## config.mk

```make
export PLATFORM = sky130hd
export DESIGN_NAME = median_3x3_stream_filter_flat
export DESIGN_NICKNAME = d
export VERILOG_FILES = /design/src/rtl/core/mf3_pkg.sv /design/src/rtl/core/mf3_pix_in_if.sv /design/src/rtl/core/mf3_pix_out_if.sv /design/src/rtl/core/mf3_cfg_if.sv /design/src/rtl/core/median_3x3_stream_filter.sv /design/src/flat_wrapper.sv
export SDC_FILE = /design/constraint.sdc
export NUM_CORES = 2
export LEC_CHECK = 0
export BUFFER_PORTS_ARGS = -buffer_cell sky130_fd_sc_hd__clkbuf_2
export CORE_ASPECT_RATIO = 1.1
export CORE_MARGIN = 2
export CORE_UTILIZATION = 60
export CTS_BUF_LIST = sky130_fd_sc_hd__clkbuf_4 sky130_fd_sc_hd__clkbuf_8
export DETAILED_ROUTE_END_ITERATION = 10
export PLACE_DENSITY_LB_ADDON = 0.08
export SETUP_SLACK_MARGIN = 0.2
export SYNTH_ARGS = -nofsm -noshare
export SYNTH_HDL_FRONTEND = slang
export SYNTH_SLANG_ARGS = --single-unit
```

## constraint.sdc

```tcl
create_clock -name clk -period 9.39 [get_ports clk]
set_input_delay 0.4695 -clock clk [delete_from_list [all_inputs] [get_ports clk]]
set_output_delay 0.4695 -clock clk [all_outputs]
set_load 0.02 [all_outputs]
```

## src/rtl/core/mf3_pkg.sv

```systemverilog
// Shared constants and types of the 3x3 median stream filter.
// No dependencies; compiled first.
package mf3_pkg;

    localparam int MAX_WIDTH_DEFAULT = 32;

    localparam int PIXEL_W = 8;
    typedef logic [PIXEL_W-1:0] pixel_t;

    localparam int WIDTH_REG_W  = 6;
    localparam int HEIGHT_REG_W = 7;
    typedef logic [WIDTH_REG_W-1:0]  width_cfg_t;
    typedef logic [HEIGHT_REG_W-1:0] height_cfg_t;

    localparam width_cfg_t  WIDTH_RESET  = 6'd32;
    localparam height_cfg_t HEIGHT_RESET = 7'd32;
    localparam int MIN_DIM = 3;

    localparam int CFG_INDEX_W = 2;
    localparam int CFG_DATA_W  = 7;

    typedef enum logic [CFG_INDEX_W-1:0] {
        REG_FRAME_WIDTH  = 2'd0,
        REG_FRAME_HEIGHT = 2'd1
    } cfg_reg_t;

    localparam int WIN_SIZE         = 9;
    localparam int MEDIAN_POS       = 4;
    localparam int NET_STAGES       = 12;
    localparam int LAYERS_PER_STAGE = 4;
    localparam int NET_PIPE         = NET_STAGES / LAYERS_PER_STAGE;

    localparam int OUT_DEPTH = 4;

endpackage

```

## src/rtl/core/mf3_pix_in_if.sv

```systemverilog
// Input pixel channel: valid/ready handshake carrying one raster pixel.
// Depends on mf3_pkg.
interface mf3_pix_in_if;
    import mf3_pkg::*;

    logic   valid;
    logic   ready;
    pixel_t pixel_in;

    modport source (output valid, output pixel_in, input ready);
    modport sink   (input valid, input pixel_in, output ready);
endinterface

```

## src/rtl/core/mf3_pix_out_if.sv

```systemverilog
// Output pixel channel: valid/ready handshake carrying a filtered pixel and its run mark.
// Depends on mf3_pkg.
interface mf3_pix_out_if;
    import mf3_pkg::*;

    logic   valid;
    logic   ready;
    pixel_t pixel_out;
    logic   last_in_run;

    modport source (output valid, output pixel_out, output last_in_run, input ready);
    modport sink   (input valid, input pixel_out, input last_in_run, output ready);
endinterface

```

## src/rtl/core/mf3_cfg_if.sv

```systemverilog
// Configuration write channel: valid/ready handshake carrying register index and data.
// Depends on mf3_pkg.
interface mf3_cfg_if;
    import mf3_pkg::*;

    logic                   valid;
    logic                   ready;
    logic [CFG_INDEX_W-1:0] index;
    logic [CFG_DATA_W-1:0]  data;

    modport source (output valid, output index, output data, input ready);
    modport sink   (input valid, input index, input data, output ready);
endinterface

```

## src/rtl/core/median_3x3_stream_filter.sv

```systemverilog
// 3x3 median filter over a raster pixel stream: line memory, window, sort pipeline, output queue.
// Depends on mf3_pkg, mf3_pix_in_if, mf3_pix_out_if, mf3_cfg_if.

// The filter takes one 8-bit pixel per clock while its input is not held or stalled, and
// sustains one output word per clock while the output is ready. A pixel is read against the
// line memory (one entry per column, holding the two rows above) in the cycle it is accepted,
// written back when it leaves stage 1, and its window median then passes the three-stage sort
// pipeline into the output queue. Row 0 passes through, row 1 is held back, inner pixels of
// later rows are medians, and border columns are raw. The frame's final pixel releases the
// last row: that pixel gives frame_width + 2 words, and input is held until the single
// memory read port has streamed the stored row into the output queue. No clearing pass runs
// after reset. Writing frame_width or frame_height restarts the frame; write them only
// while the block is idle.
module median_3x3_stream_filter #(
    parameter int MAX_WIDTH = mf3_pkg::MAX_WIDTH_DEFAULT
) (
    input  logic          clk,
    input  logic          rst_n,
    mf3_pix_in_if.sink    pix_in,
    mf3_pix_out_if.source pix_out,
    mf3_cfg_if.sink       cfg
);
    import mf3_pkg::*;

    localparam int COL_W   = $clog2(MAX_WIDTH);
    localparam int WIDTH_W = $clog2(MAX_WIDTH + 1);
    localparam int NSTG    = NET_PIPE + 1;
    localparam int PTR_W   = $clog2(OUT_DEPTH);
    localparam int CNT_W   = $clog2(OUT_DEPTH + 1);

    typedef struct packed {
        logic emit;
        logic raw_is_pixel;
        logic use_median;
        logic has_second;
        logic burst;
    } kind_t;

    typedef struct packed {
        pixel_t [WIN_SIZE-1:0] vals;
        pixel_t                raw;
        logic                  use_median;
        logic                  has_second;
        logic                  burst;
    } item_t;

    typedef struct packed {
        pixel_t pixel;
        logic   last;
    } word_t;

    typedef struct packed {
        pixel_t cur;
        pixel_t up1;
        pixel_t up2;
    } column_t;

    function automatic item_t net_layers(input item_t it, input int first);
        item_t  r;
        pixel_t t;
        int     l;
        int     p;
        r = it;
        for (l = 0; l < LAYERS_PER_STAGE; l++)
        begin
            for (p = 0; p + 1 < WIN_SIZE; p++)
            begin
                if ((((p + first + l) & 1) == 0) && (r.vals[p] > r.vals[p+1]))
                begin
                    t           = r.vals[p];
                    r.vals[p]   = r.vals[p+1];
                    r.vals[p+1] = t;
                end
            end
        end
        return r;
    endfunction

    width_cfg_t         width_cfg_reg;
    height_cfg_t        height_cfg_reg;
    logic [WIDTH_W-1:0] eff_w;
    height_cfg_t        eff_h;

    logic [COL_W-1:0]   col_reg;
    logic [COL_W-1:0]   col_next;
    height_cfg_t        row_reg;
    height_cfg_t        row_next;
    logic               last_col;
    logic               last_row;
    kind_t              kind_in;
    logic               in_ready;
    logic               accept;
    logic               cfg_write;

    logic               s1_valid_reg;
    pixel_t             s1_pixel_reg;
    logic [COL_W-1:0]   s1_col_reg;
    kind_t              s1_kind_reg;
    logic               s1_adv;
    column_t            cur_col;
    item_t              s1_item;
    column_t            win_reg [2];

    logic [2*PIXEL_W-1:0] mem [MAX_WIDTH];
    logic [2*PIXEL_W-1:0] mem_rd_reg;
    logic                 rd_en;
    logic [COL_W-1:0]     rd_addr;

    item_t              stg_reg [NSTG];
    item_t              stg_in  [NSTG];
    logic [NSTG-1:0]    stg_valid_reg;
    logic [NSTG-1:0]    stg_adv;
    logic [NSTG-1:0]    stg_load;
    item_t              tail;
    logic               out_room;

    word_t              fifo_reg [OUT_DEPTH];
    logic [PTR_W-1:0]   wr_ptr_reg;
    logic [PTR_W-1:0]   rd_ptr_reg;
    logic [CNT_W-1:0]   cnt_reg;
    word_t              push0;
    word_t              push1;
    logic [1:0]         n_push;
    logic               pop;

    logic               hold_reg;
    logic               burst_active_reg;
    logic [COL_W-1:0]   burst_addr_reg;
    logic               burst_rd_valid_reg;
    logic               burst_rd_last_reg;
    logic               burst_issue;
    logic               burst_issue_last;

    // effective frame size
    always_comb
    begin
        if (width_cfg_reg < WIDTH_REG_W'(MIN_DIM))
            eff_w = WIDTH_W'(MIN_DIM);
        else if (width_cfg_reg > WIDTH_REG_W'(MAX_WIDTH))
            eff_w = WIDTH_W'(MAX_WIDTH);
        else
            eff_w = WIDTH_W'(width_cfg_reg);
        eff_h = (height_cfg_reg < HEIGHT_REG_W'(MIN_DIM)) ? HEIGHT_REG_W'(MIN_DIM)
                                                           : height_cfg_reg;
    end

    // position and output kind of the incoming pixel
    always_comb
    begin
        last_col = (WIDTH_W'(col_reg) == (eff_w - WIDTH_W'(1)));
        last_row = (row_reg == (eff_h - HEIGHT_REG_W'(1)));
        col_next = last_col ? '0 : col_reg + COL_W'(1);
        if (last_col)
            row_next = last_row ? '0 : row_reg + HEIGHT_REG_W'(1);
        else
            row_next = row_reg;

        kind_in = '0;
        if (row_reg == '0)
        begin
            kind_in.emit         = 1'b1;
            kind_in.raw_is_pixel = 1'b1;
        end
        else if (row_reg != HEIGHT_REG_W'(1))
        begin
            if (col_reg == '0)
            begin
                kind_in.emit = 1'b1;
            end
            else if (col_reg != COL_W'(1))
            begin
                kind_in.emit       = 1'b1;
                kind_in.use_median = 1'b1;
                kind_in.has_second = last_col;
                kind_in.burst      = last_col && last_row;
            end
        end
    end

    assign s1_adv   = s1_valid_reg &&
                      (!s1_kind_reg.emit || !stg_valid_reg[0] || stg_adv[0]);
    assign in_ready = !hold_reg && (!s1_valid_reg || s1_adv);
    assign accept   = pix_in.valid && in_ready;
    assign pix_in.ready = in_ready;

    assign cfg.ready = 1'b1;
    assign cfg_write = cfg.valid && cfg.ready;

    // config registers and frame counters
    always_ff @(posedge clk or negedge rst_n)
    begin
        if (!rst_n)
        begin
            width_cfg_reg  <= WIDTH_RESET;
            height_cfg_reg <= HEIGHT_RESET;
            col_reg        <= '0;
            row_reg        <= '0;
        end
        else if (cfg_write)
        begin
            case (cfg.index)
                REG_FRAME_WIDTH:
                begin
                    width_cfg_reg <= cfg.data[WIDTH_REG_W-1:0];
                    col_reg       <= '0;
                    row_reg       <= '0;
                end
                REG_FRAME_HEIGHT:
                begin
                    height_cfg_reg <= cfg.data[HEIGHT_REG_W-1:0];
                    col_reg        <= '0;
                    row_reg        <= '0;
                end
                default:
                begin
                end
            endcase
        end
        else if (accept)
        begin
            col_reg <= col_next;
            row_reg <= row_next;
        end
    end

    // stage 1: pixel waits for its column from the line memory
    always_ff @(posedge clk or negedge rst_n)
    begin
        if (!rst_n)
            s1_valid_reg <= 1'b0;
        else
            s1_valid_reg <= accept || (s1_valid_reg && !s1_adv);
    end

    always_ff @(posedge clk)
    begin
        if (accept)
        begin
            s1_pixel_reg <= pix_in.pixel_in;
            s1_col_reg   <= col_reg;
            s1_kind_reg  <= kind_in;
        end
    end

    always_comb
    begin
        cur_col.cur = s1_pixel_reg;
        cur_col.up1 = mem_rd_reg[PIXEL_W-1:0];
        cur_col.up2 = mem_rd_reg[2*PIXEL_W-1:PIXEL_W];

        s1_item.vals[0]    = cur_col.cur;
        s1_item.vals[1]    = win_reg[0].cur;
        s1_item.vals[2]    = win_reg[1].cur;
        s1_item.vals[3]    = cur_col.up1;
        s1_item.vals[4]    = win_reg[0].up1;
        s1_item.vals[5]    = win_reg[1].up1;
        s1_item.vals[6]    = cur_col.up2;
        s1_item.vals[7]    = win_reg[0].up2;
        s1_item.vals[8]    = win_reg[1].up2;
        s1_item.raw        = s1_kind_reg.raw_is_pixel ? cur_col.cur : cur_col.up1;
        s1_item.use_median = s1_kind_reg.use_median;
        s1_item.has_second = s1_kind_reg.has_second;
        s1_item.burst      = s1_kind_reg.burst;
    end

    always_ff @(posedge clk)
    begin
        if (s1_adv)
        begin
            win_reg[1] <= win_reg[0];
            win_reg[0] <= cur_col;
        end
    end

    // line memory: entry per column, {row-2, row-1}
    assign rd_en   = accept || burst_issue;
    assign rd_addr = burst_issue ? burst_addr_reg : col_reg;

    always_ff @(posedge clk)
    begin
        if (s1_adv)
            mem[s1_col_reg] <= {cur_col.up1, cur_col.cur};
    end

    always_ff @(posedge clk)
    begin
        if (rd_en)
            mem_rd_reg <= mem[rd_addr];
    end

    // sort pipeline
    always_comb
    begin
        int k;
        stg_in[0] = s1_item;
        for (k = 1; k < NSTG; k++)
            stg_in[k] = net_layers(stg_reg[k-1], (k - 1) * LAYERS_PER_STAGE);
    end

    assign tail     = stg_reg[NSTG-1];
    assign out_room = (cnt_reg <= CNT_W'(OUT_DEPTH - 2));

    always_comb
    begin
        int k;
        stg_adv[NSTG-1] = stg_valid_reg[NSTG-1] && out_room;
        for (k = NSTG - 2; k >= 0; k--)
            stg_adv[k] = stg_valid_reg[k] && (!stg_valid_reg[k+1] || stg_adv[k+1]);
        stg_load[0] = s1_adv && s1_kind_reg.emit;
        for (k = 1; k < NSTG; k++)
            stg_load[k] = stg_adv[k-1];
    end

    always_ff @(posedge clk or negedge rst_n)
    begin
        if (!rst_n)
            stg_valid_reg <= '0;
        else
            stg_valid_reg <= stg_load | (stg_valid_reg & ~stg_adv);
    end

    always_ff @(posedge clk)
    begin
        for (int k = 0; k < NSTG; k++)
        begin
            if (stg_load[k])
                stg_reg[k] <= stg_in[k];
        end
    end

    // output queue
    always_comb
    begin
        push0  = '0;
        push1  = '0;
        n_push = 2'd0;
        if (stg_adv[NSTG-1])
        begin
            push0.pixel = tail.use_median ? tail.vals[MEDIAN_POS] : tail.raw;
            push0.last  = !tail.has_second && !tail.burst;
            push1.pixel = tail.raw;
            push1.last  = !tail.burst;
            n_push      = tail.has_second ? 2'd2 : 2'd1;
        end
        else if (burst_rd_valid_reg)
        begin
            push0.pixel = mem_rd_reg[PIXEL_W-1:0];
            push0.last  = burst_rd_last_reg;
            n_push      = 2'd1;
        end
    end

    assign pix_out.valid       = (cnt_reg != '0);
    assign pix_out.pixel_out   = fifo_reg[rd_ptr_reg].pixel;
    assign pix_out.last_in_run = fifo_reg[rd_ptr_reg].last;
    assign pop = pix_out.valid && pix_out.ready;

    always_ff @(posedge clk or negedge rst_n)
    begin
        if (!rst_n)
        begin
            wr_ptr_reg <= '0;
            rd_ptr_reg <= '0;
            cnt_reg    <= '0;
        end
        else
        begin
            wr_ptr_reg <= wr_ptr_reg + PTR_W'(n_push);
            rd_ptr_reg <= rd_ptr_reg + PTR_W'(pop);
            cnt_reg    <= cnt_reg + CNT_W'(n_push) - CNT_W'(pop);
        end
    end

    always_ff @(posedge clk)
    begin
        if (n_push != 2'd0)
            fifo_reg[wr_ptr_reg] <= push0;
        if (n_push == 2'd2)
            fifo_reg[wr_ptr_reg + PTR_W'(1)] <= push1;
    end

    // last-row burst: stream the stored row out of the line memory
    assign burst_issue = burst_active_reg &&
                         ((cnt_reg + CNT_W'(burst_rd_valid_reg)) < CNT_W'(OUT_DEPTH));
    assign burst_issue_last = burst_issue &&
                              (WIDTH_W'(burst_addr_reg) == (eff_w - WIDTH_W'(1)));

    always_ff @(posedge clk or negedge rst_n)
    begin
        if (!rst_n)
        begin
            hold_reg           <= 1'b0;
            burst_active_reg   <= 1'b0;
            burst_addr_reg     <= '0;
            burst_rd_valid_reg <= 1'b0;
            burst_rd_last_reg  <= 1'b0;
        end
        else
        begin
            burst_rd_valid_reg <= burst_issue;
            burst_rd_last_reg  <= burst_issue_last;

            if (accept && kind_in.burst)
                hold_reg <= 1'b1;
            else if (burst_issue_last)
                hold_reg <= 1'b0;

            if (stg_adv[NSTG-1] && tail.burst)
            begin
                burst_active_reg <= 1'b1;
                burst_addr_reg   <= '0;
            end
            else if (burst_issue)
            begin
                if (burst_issue_last)
                    burst_active_reg <= 1'b0;
                else
                    burst_addr_reg <= burst_addr_reg + COL_W'(1);
            end
        end
    end

`ifndef SYNTHESIS
    ap_fifo_bound: assert property (@(posedge clk) disable iff (!rst_n)
        cnt_reg <= CNT_W'(OUT_DEPTH))
        else $error("output queue overflow");

    ap_burst_alone: assert property (@(posedge clk) disable iff (!rst_n)
        burst_active_reg |-> (!s1_valid_reg && (stg_valid_reg == '0)))
        else $error("row burst overlaps pipeline traffic");

    ap_no_rw_clash: assert property (@(posedge clk) disable iff (!rst_n)
        (s1_adv && rd_en) |-> (rd_addr != s1_col_reg))
        else $error("line memory read and write hit the same column");

    ap_hold_on_final: assert property (@(posedge clk) disable iff (!rst_n)
        (accept && kind_in.burst) |=> (hold_reg && !pix_in.ready))
        else $error("input not held after final frame pixel");
`endif

endmodule

```

## src/flat_wrapper.sv

```systemverilog
// flat-port wrapper written by rule: the top's interface ports become plain ports
module median_3x3_stream_filter_flat import mf3_pkg::*;
#(
    parameter int MAX_WIDTH = mf3_pkg::MAX_WIDTH_DEFAULT
)
  (clk, rst_n, pix_in_valid, pix_in_pixel_in, pix_in_ready, pix_out_valid, pix_out_pixel_out, pix_out_last_in_run, pix_out_ready, cfg_valid, cfg_index, cfg_data, cfg_ready);
  mf3_pix_in_if pix_in_i ();
  mf3_pix_out_if pix_out_i ();
  mf3_cfg_if cfg_i ();
  input  logic clk;
  input  logic rst_n;
  input wire logic [$bits(pix_in_i.valid)-1:0] pix_in_valid;
  input wire logic [$bits(pix_in_i.pixel_in)-1:0] pix_in_pixel_in;
  output wire logic [$bits(pix_in_i.ready)-1:0] pix_in_ready;
  output wire logic [$bits(pix_out_i.valid)-1:0] pix_out_valid;
  output wire logic [$bits(pix_out_i.pixel_out)-1:0] pix_out_pixel_out;
  output wire logic [$bits(pix_out_i.last_in_run)-1:0] pix_out_last_in_run;
  input wire logic [$bits(pix_out_i.ready)-1:0] pix_out_ready;
  input wire logic [$bits(cfg_i.valid)-1:0] cfg_valid;
  input wire logic [$bits(cfg_i.index)-1:0] cfg_index;
  input wire logic [$bits(cfg_i.data)-1:0] cfg_data;
  output wire logic [$bits(cfg_i.ready)-1:0] cfg_ready;
  assign pix_in_i.valid = pix_in_valid;
  assign pix_in_i.pixel_in = pix_in_pixel_in;
  assign pix_in_ready = pix_in_i.ready;
  assign pix_out_valid = pix_out_i.valid;
  assign pix_out_pixel_out = pix_out_i.pixel_out;
  assign pix_out_last_in_run = pix_out_i.last_in_run;
  assign pix_out_i.ready = pix_out_ready;
  assign cfg_i.valid = cfg_valid;
  assign cfg_i.index = cfg_index;
  assign cfg_i.data = cfg_data;
  assign cfg_ready = cfg_i.ready;
  median_3x3_stream_filter #(.MAX_WIDTH(MAX_WIDTH)) u_core (.clk(clk), .rst_n(rst_n), .pix_in(pix_in_i), .pix_out(pix_out_i), .cfg(cfg_i));
endmodule
```

* After elaboration in Yosys (flattened, before gate mapping)
Memory sizes are Yosys's and may differ from the RTL's. A register that Yosys moved wholly into a read port is not among the register bits.
Index checks and enable logic that the tools add are counted.
** Storage, ports and cells
- Flip-flop bits (word level) :: 64
- Bits in writable memories :: 928
- Bits of input ports :: 22
- Output and inout bits :: 12
- Logic and storage cells :: 254
- Memories kept :: 4
** Memory list
- u_core.mem :: depth 32, bits a word 16, read ports 1, clocked after Yosys merged registers in 1, wr ports 1, line median_3x3_stream_filter.sv:104 : logic [2*PIXEL_W-1:0] mem [MAX_WIDTH];
- u_core.stg_reg :: depth 4, bits a word 83, read ports 4, clocked after Yosys merged registers in 0, wr ports 4, line median_3x3_stream_filter.sv:109 : item_t stg_reg [NSTG];
- u_core.win_reg :: depth 2, bits a word 24, read ports 2, clocked after Yosys merged registers in 0, wr ports 2, line median_3x3_stream_filter.sv:102 : column_t win_reg [2];
- u_core.fifo_reg :: depth 4, bits a word 9, read ports 1, clocked after Yosys merged registers in 0, wr ports 2, line median_3x3_stream_filter.sv:117 : word_t fifo_reg [OUT_DEPTH];
** Operators by class
- Add/subtract/negate cells :: 11
- Order comparisons :: 53
- Equal/unequal tests :: 9
- Multiplexer cells :: 98
- Bitwise operators :: 5
- Reduce and logical (&&, ||, !) cells :: 53
** Operator list (number)
- $mux 16 :: 48
- $gt 8x8->1 :: 48
- $mux 7 :: 6
- $mux 5 :: 8
- $mux 9 :: 3
- $mux 1 :: 26
- $logic_and 1x1->1 :: 16
- $mux 8 :: 2
- $eq 5x6->1 :: 2
- $mux 6 :: 2
- $reduce_bool 2->1 :: 6
- $add 5x1->5 const B :: 2
- $logic_not 1->1 :: 10
- $reduce_and 2->1 :: 5
- $logic_or 1x1->1 :: 8
- $add 7x1->7 const B :: 1
- $eq 7x7->1 :: 1
- $logic_not 7->1 :: 1
- $lt 7x2->1 const B :: 1
- $ne 7x1->1 const B :: 1
- $sub 7x1->7 const B :: 1
- $gt 6x6->1 const B :: 1
- $lt 6x2->1 const B :: 1
- $sub 6x1->6 const B :: 1
- other kinds (25) :: 28

* Depth between registers and ports, before layout
- Depth after elaboration :: 15
- Mapped depth :: 47

* Worst setup path before layout
Ideal clock, no wire load.
- Path kind :: flip-flop to flip-flop
- Start :: memory u_core.stg_reg[1][28] (netlist bit)
- End :: memory u_core.stg_reg[2][39] (netlist bit), data pin
- Setup time :: 278 ps
- Arrival time :: 8317 ps
- Required time :: 9112 ps
- Slack :: 795 ps
- Cell stages (with the launch flop) :: 35
- Cell sequence :: edfxtp_1 > ha_1 > nor2b_4 > o211a_1 > or4_4 > nand2b_2 > buf_8 > clkbuf_1 > mux2i_1 > inv_1 > ha_1 > a21o_1 > a21o_1 > a21oi_1 > nor2b_1 > nand2_1 > o21ai_1 > buf_2 > mux2i_1 > ha_1 > and3_1 > a221o_1 > a21oi_1 > o21ai_1 > a32o_1 > a211o_1 > buf_6 > buf_12 > mux2i_2 > ha_1 > nand4_1 > o21bai_1 > a22oi_1 > clkbuf_1 > mux2i_1
** RTL lines (line)
- start, declared :: median_3x3_stream_filter.sv:109

==> key figures <==
Status
  – Status: completed

Yosys
  – Average footprint of a synthesized cell: about 13 um^2
  – Most numerous cell types in the synthesized netlist: 890 x sky130_fd_sc_hd__edfxtp_1, 336 x sky130_fd_sc_hd__mux2i_1, 333 x sky130_fd_sc_hd__inv_1
  – Xor-xnor portion of the synthesized cell area: less than 1%
  – Combinational family with the most area after synthesis: multiplexers
  – Synth Area in Simple Gates: 8.55%
  – Share of flip-flops with an asynchronous set or reset: 4.91%
  – Area share of fa/ha/maj cells after synthesis: around 8%
  – Largest cells by area after synthesis: sky130_fd_sc_hd__edfxtp_1 53%, sky130_fd_sc_hd__ha_1 7.8%, sky130_fd_sc_hd__mux2i_1 6.6%
  – Synth top area share: 52.8%
  – Prevailing post-synth register cell: sky130_fd_sc_hd__edfxtp_1
  – Instance count of the mapped netlist: approximately 4,000
  – Portion of netlist area occupied by mux cells: approximately 15%
  – Number of warning messages in the yosys log: 0
  – Most used standard cell by instance count after synthesis: sky130_fd_sc_hd__edfxtp_1
  – Count of flip-flops with a built-in enable after synthesis: 890
  – Count of distinct cell types in the synthesized netlist: around 110
  – Synthesized cell area: 50,600 um^2
  – Flip-flop and latch count after synthesis: 936
  – Register area share after synthesis: a little under three fifths
  – Compound-Gate Fraction of Synth Area: 8.43%
  – Number of nets in the synthesized netlist: 4,297
  – Library cell occupying the most area in the post-synthesis netlist: sky130_fd_sc_hd__edfxtp_1

Floorplan
  – Floorplan Core Area: 83,500 um^2
  – Horiz. Die Dim: 281 um
  – Number of placement rows: 111
  – Overall die area: 86,700 um^2
  – Height of the chip: 309 um
  – Top-level I/O count: 34
  – Initial Util: 60.6%

Placed design
  – Total half-perimeter wirelength after legalization and detailed placement: 78,300 um
  – Number of input and output port buffers inserted: 32
  – Final weighted congestion of routability-driven global placement: about 0.86
  – Placement-stage worst setup slack: 0.450 ns

Final layout
  – Number of inserted filler cells in the final layout: 6,144
  – Layout cell share with drive strength beyond 1: 16.5%
  – Area Growth Syn to Fin: 9.97%
  – # nets final: 4,453
  – Max reg flops: 512

Timing
  – Slew at the pin closest to its max-slew limit: 1.15 ns
  – Least setup slack across all paths after layout: 0.877 ns
  – Final worst-path cycle share: between 90% and 100%
  – Upper clock frequency limit: between 100 and 150 MHz
  – Unrepaired setup endpoints after global routing: false
  – Setup violators final: 0
  – Number of failing hold endpoints at the final stage: 0
  – Final clock skew: 0.0481 ns
  – Final slew viol count: 0
  – Final total negative setup slack: 0 ns
  – Final critical-path required period: approximately 8.5 ns
  – Remaining max-slew budget at the tightest pin: 23.4%

Clock tree
  – Sinks on the clock net: between 900 and 1,000
  – CTS tree: built
  – Number of levels in the clock H-tree: 4
  – Root buffer selected by CTS: sky130_fd_sc_hd__clkbuf_8
  – Clock-pin slew of the registers on the worst-case setup and hold paths: 0.06 ns
  – Deepest clock path buffer count: 3
  – Number of buffers created by CTS: 150
  – Clk Latency, worst-skew pair: slightly above 0.8 ns

GRT
  – Wire length of the first global-routing pass: 178,000 um
  – All-layer global routing usage: between 20% and 30%
  – Via count of the first global-routing pass: ~32,000
  – Initial antenna violation count: 1
  – Remaining global-route overflow: 0
  – Pin count of the biggest net entering global routing: 76

Route
  – Remaining routing DRC violations: 0
  – Post-DR vias/cell: 5.92
  – Routed wire per std cell: ~21 um
  – Final antenna-violating net count: 0
  – Post-Route WL: 114,000 um
  – Iteration count of the initial detailed-routing pass: 5
  – Count of vias placed by the detailed router: 31,800
  – Number of design-rule violations left by the first detailed-router iteration: between 2,000 and 2,500

Hold path
  – Worst min path class: in2reg

Setup path
  – CP dominant cell by count: sky130_fd_sc_hd__mux2i_1
  – Launching element type of the critical path: flip-flop
  – Endpoint class of the critical path: flip-flop
  – Biggest cell delay along the critical path: 0.79 ns
  – Slowest cell on crit path: sky130_fd_sc_hd__a21oi_2
  – Arrival time at the worst endpoint: 9.00 ns
  – Largest driver fanout on the critical path: 16
  – Critical Path RT: 9.87 ns
  – CP Class: reg2reg

Flow run
  – Count of max-cap constraint violations: 0
what timing repair did:
item,4_1_cts,5_1_grt
hold buffers,21,0
setup endpoints to repair,0,103
resized for setup,0,13
setup buffers,0,0
hold endpoints to repair,69,0
layout make-up:
type                            instances  area (um^2)  area share [%]
Clock inverter                         80          584            1.05
Clock buffer                          193         2460            4.41
Timing Repair Buffer                  140         1020            1.84
Multi-Input combinational cell       2553        21000            37.8
Antenna cell                            2         5.00         0.00899
Inverter                              334         1250            2.25
Tap cell                             1130         1410            2.54
Sequential cell                       936        27900            50.1
stage by stage:
| stage | area (um^2) | util (%) | std cells | hold slack, ns |
|---|---|---|---|---|
| 2_1_floorplan | 50600 | - | 3959 | 0.174 |
| 3_3_place_gp | 52400 | 62.7 | 5072 | 0.400 |
| 3_5_place_dp | 52400 | 62.7 | 5072 | 0.405 |
| 4_1_cts | 55600 | 66.6 | 5366 | 0.00294 |
| 5_1_grt | 55700 | 66.7 | 5367 | 0.0478 |
| 6_report | 55700 | 66.7 | 5368 | 0.0679 |
worst max-delay path, delay by kind of cell, from the launching register on:
family	cells	cell delay, ns
compound gates	11	2.66
fa+ha+maj	4	1.25
buf+inv	7	1.11
flops	1	0.44
mux	5	1.45
simple gates	10	1.30
cells by family after synthesis:
family / Yosys count
AOI/OAI and AO/OA: 670
xor gates and xnor gates: 49
adders and majority gates: 320
buffers and inverters: 470
DFF: 936
muxes: 591
other: 1
and+or+nand+nor: 922
routing by layer:
layer | track usage (%) | up-vias | share of wire [%]
li1 | - | 15300 | -
met1 | 33.5 | 15600 | 41
met2 | 47.7 | 756 | 52
met3 | 3.84 | 215 | 4.4
met4 | 9.94 | 0 | 3.3
met5 | 0 | - | 0
final timing paths:
path | startpoint | endpoint | slack [ns] | cells past startpoint
max in group asynchronous | rst_n | u_core.rd_ptr_reg[1] | 8.68 | 3
worst max register to register | u_core.stg_reg[0][44] | u_core.stg_reg[1][56] | 0.88 | 37
worst min register to register | u_core.win_reg[0][33] | u_core.stg_reg[0][52] | 0.39 | 0
worst min-delay path | pix_out_ready | u_core.rd_ptr_reg[0] | 0.07 | 3
worst max-delay path | u_core.stg_reg[0][44] | u_core.stg_reg[1][56] | 0.88 | 37
min in group asynchronous | rst_n | u_core.width_cfg_reg[4] | 0.31 | 3
placed cells by master (no fill, tap or decap), drive strengths merged, types with 17 or more instances in the layout:
master       synthesis  final
a21o                49     49
o211ai              25     25
dfrtp               44     44
and3                25     25
clkbuf              88    225
xor2                17     17
inv                333    342
and2                25     25
mux4               137    137
a21oi              289    289
nor2               280    280
nor2b               38     38
a31oi               22     22
xnor2               32     32
clkinv               1     63
dlygate4sd3          0     21
o21ai              123    123
nand2              259    259
buf                 48     87
mux2               108    108
mux2i              346    346
edfxtp             890    890
nand4               46     46
a211oi              19     19
o21a                23     23
nand3              139    139
nand2b              27     27
ha                 315    315
Power is not shown: default switching activity piles up to over one toggle a cycle in this logic, so the estimate is an artifact.
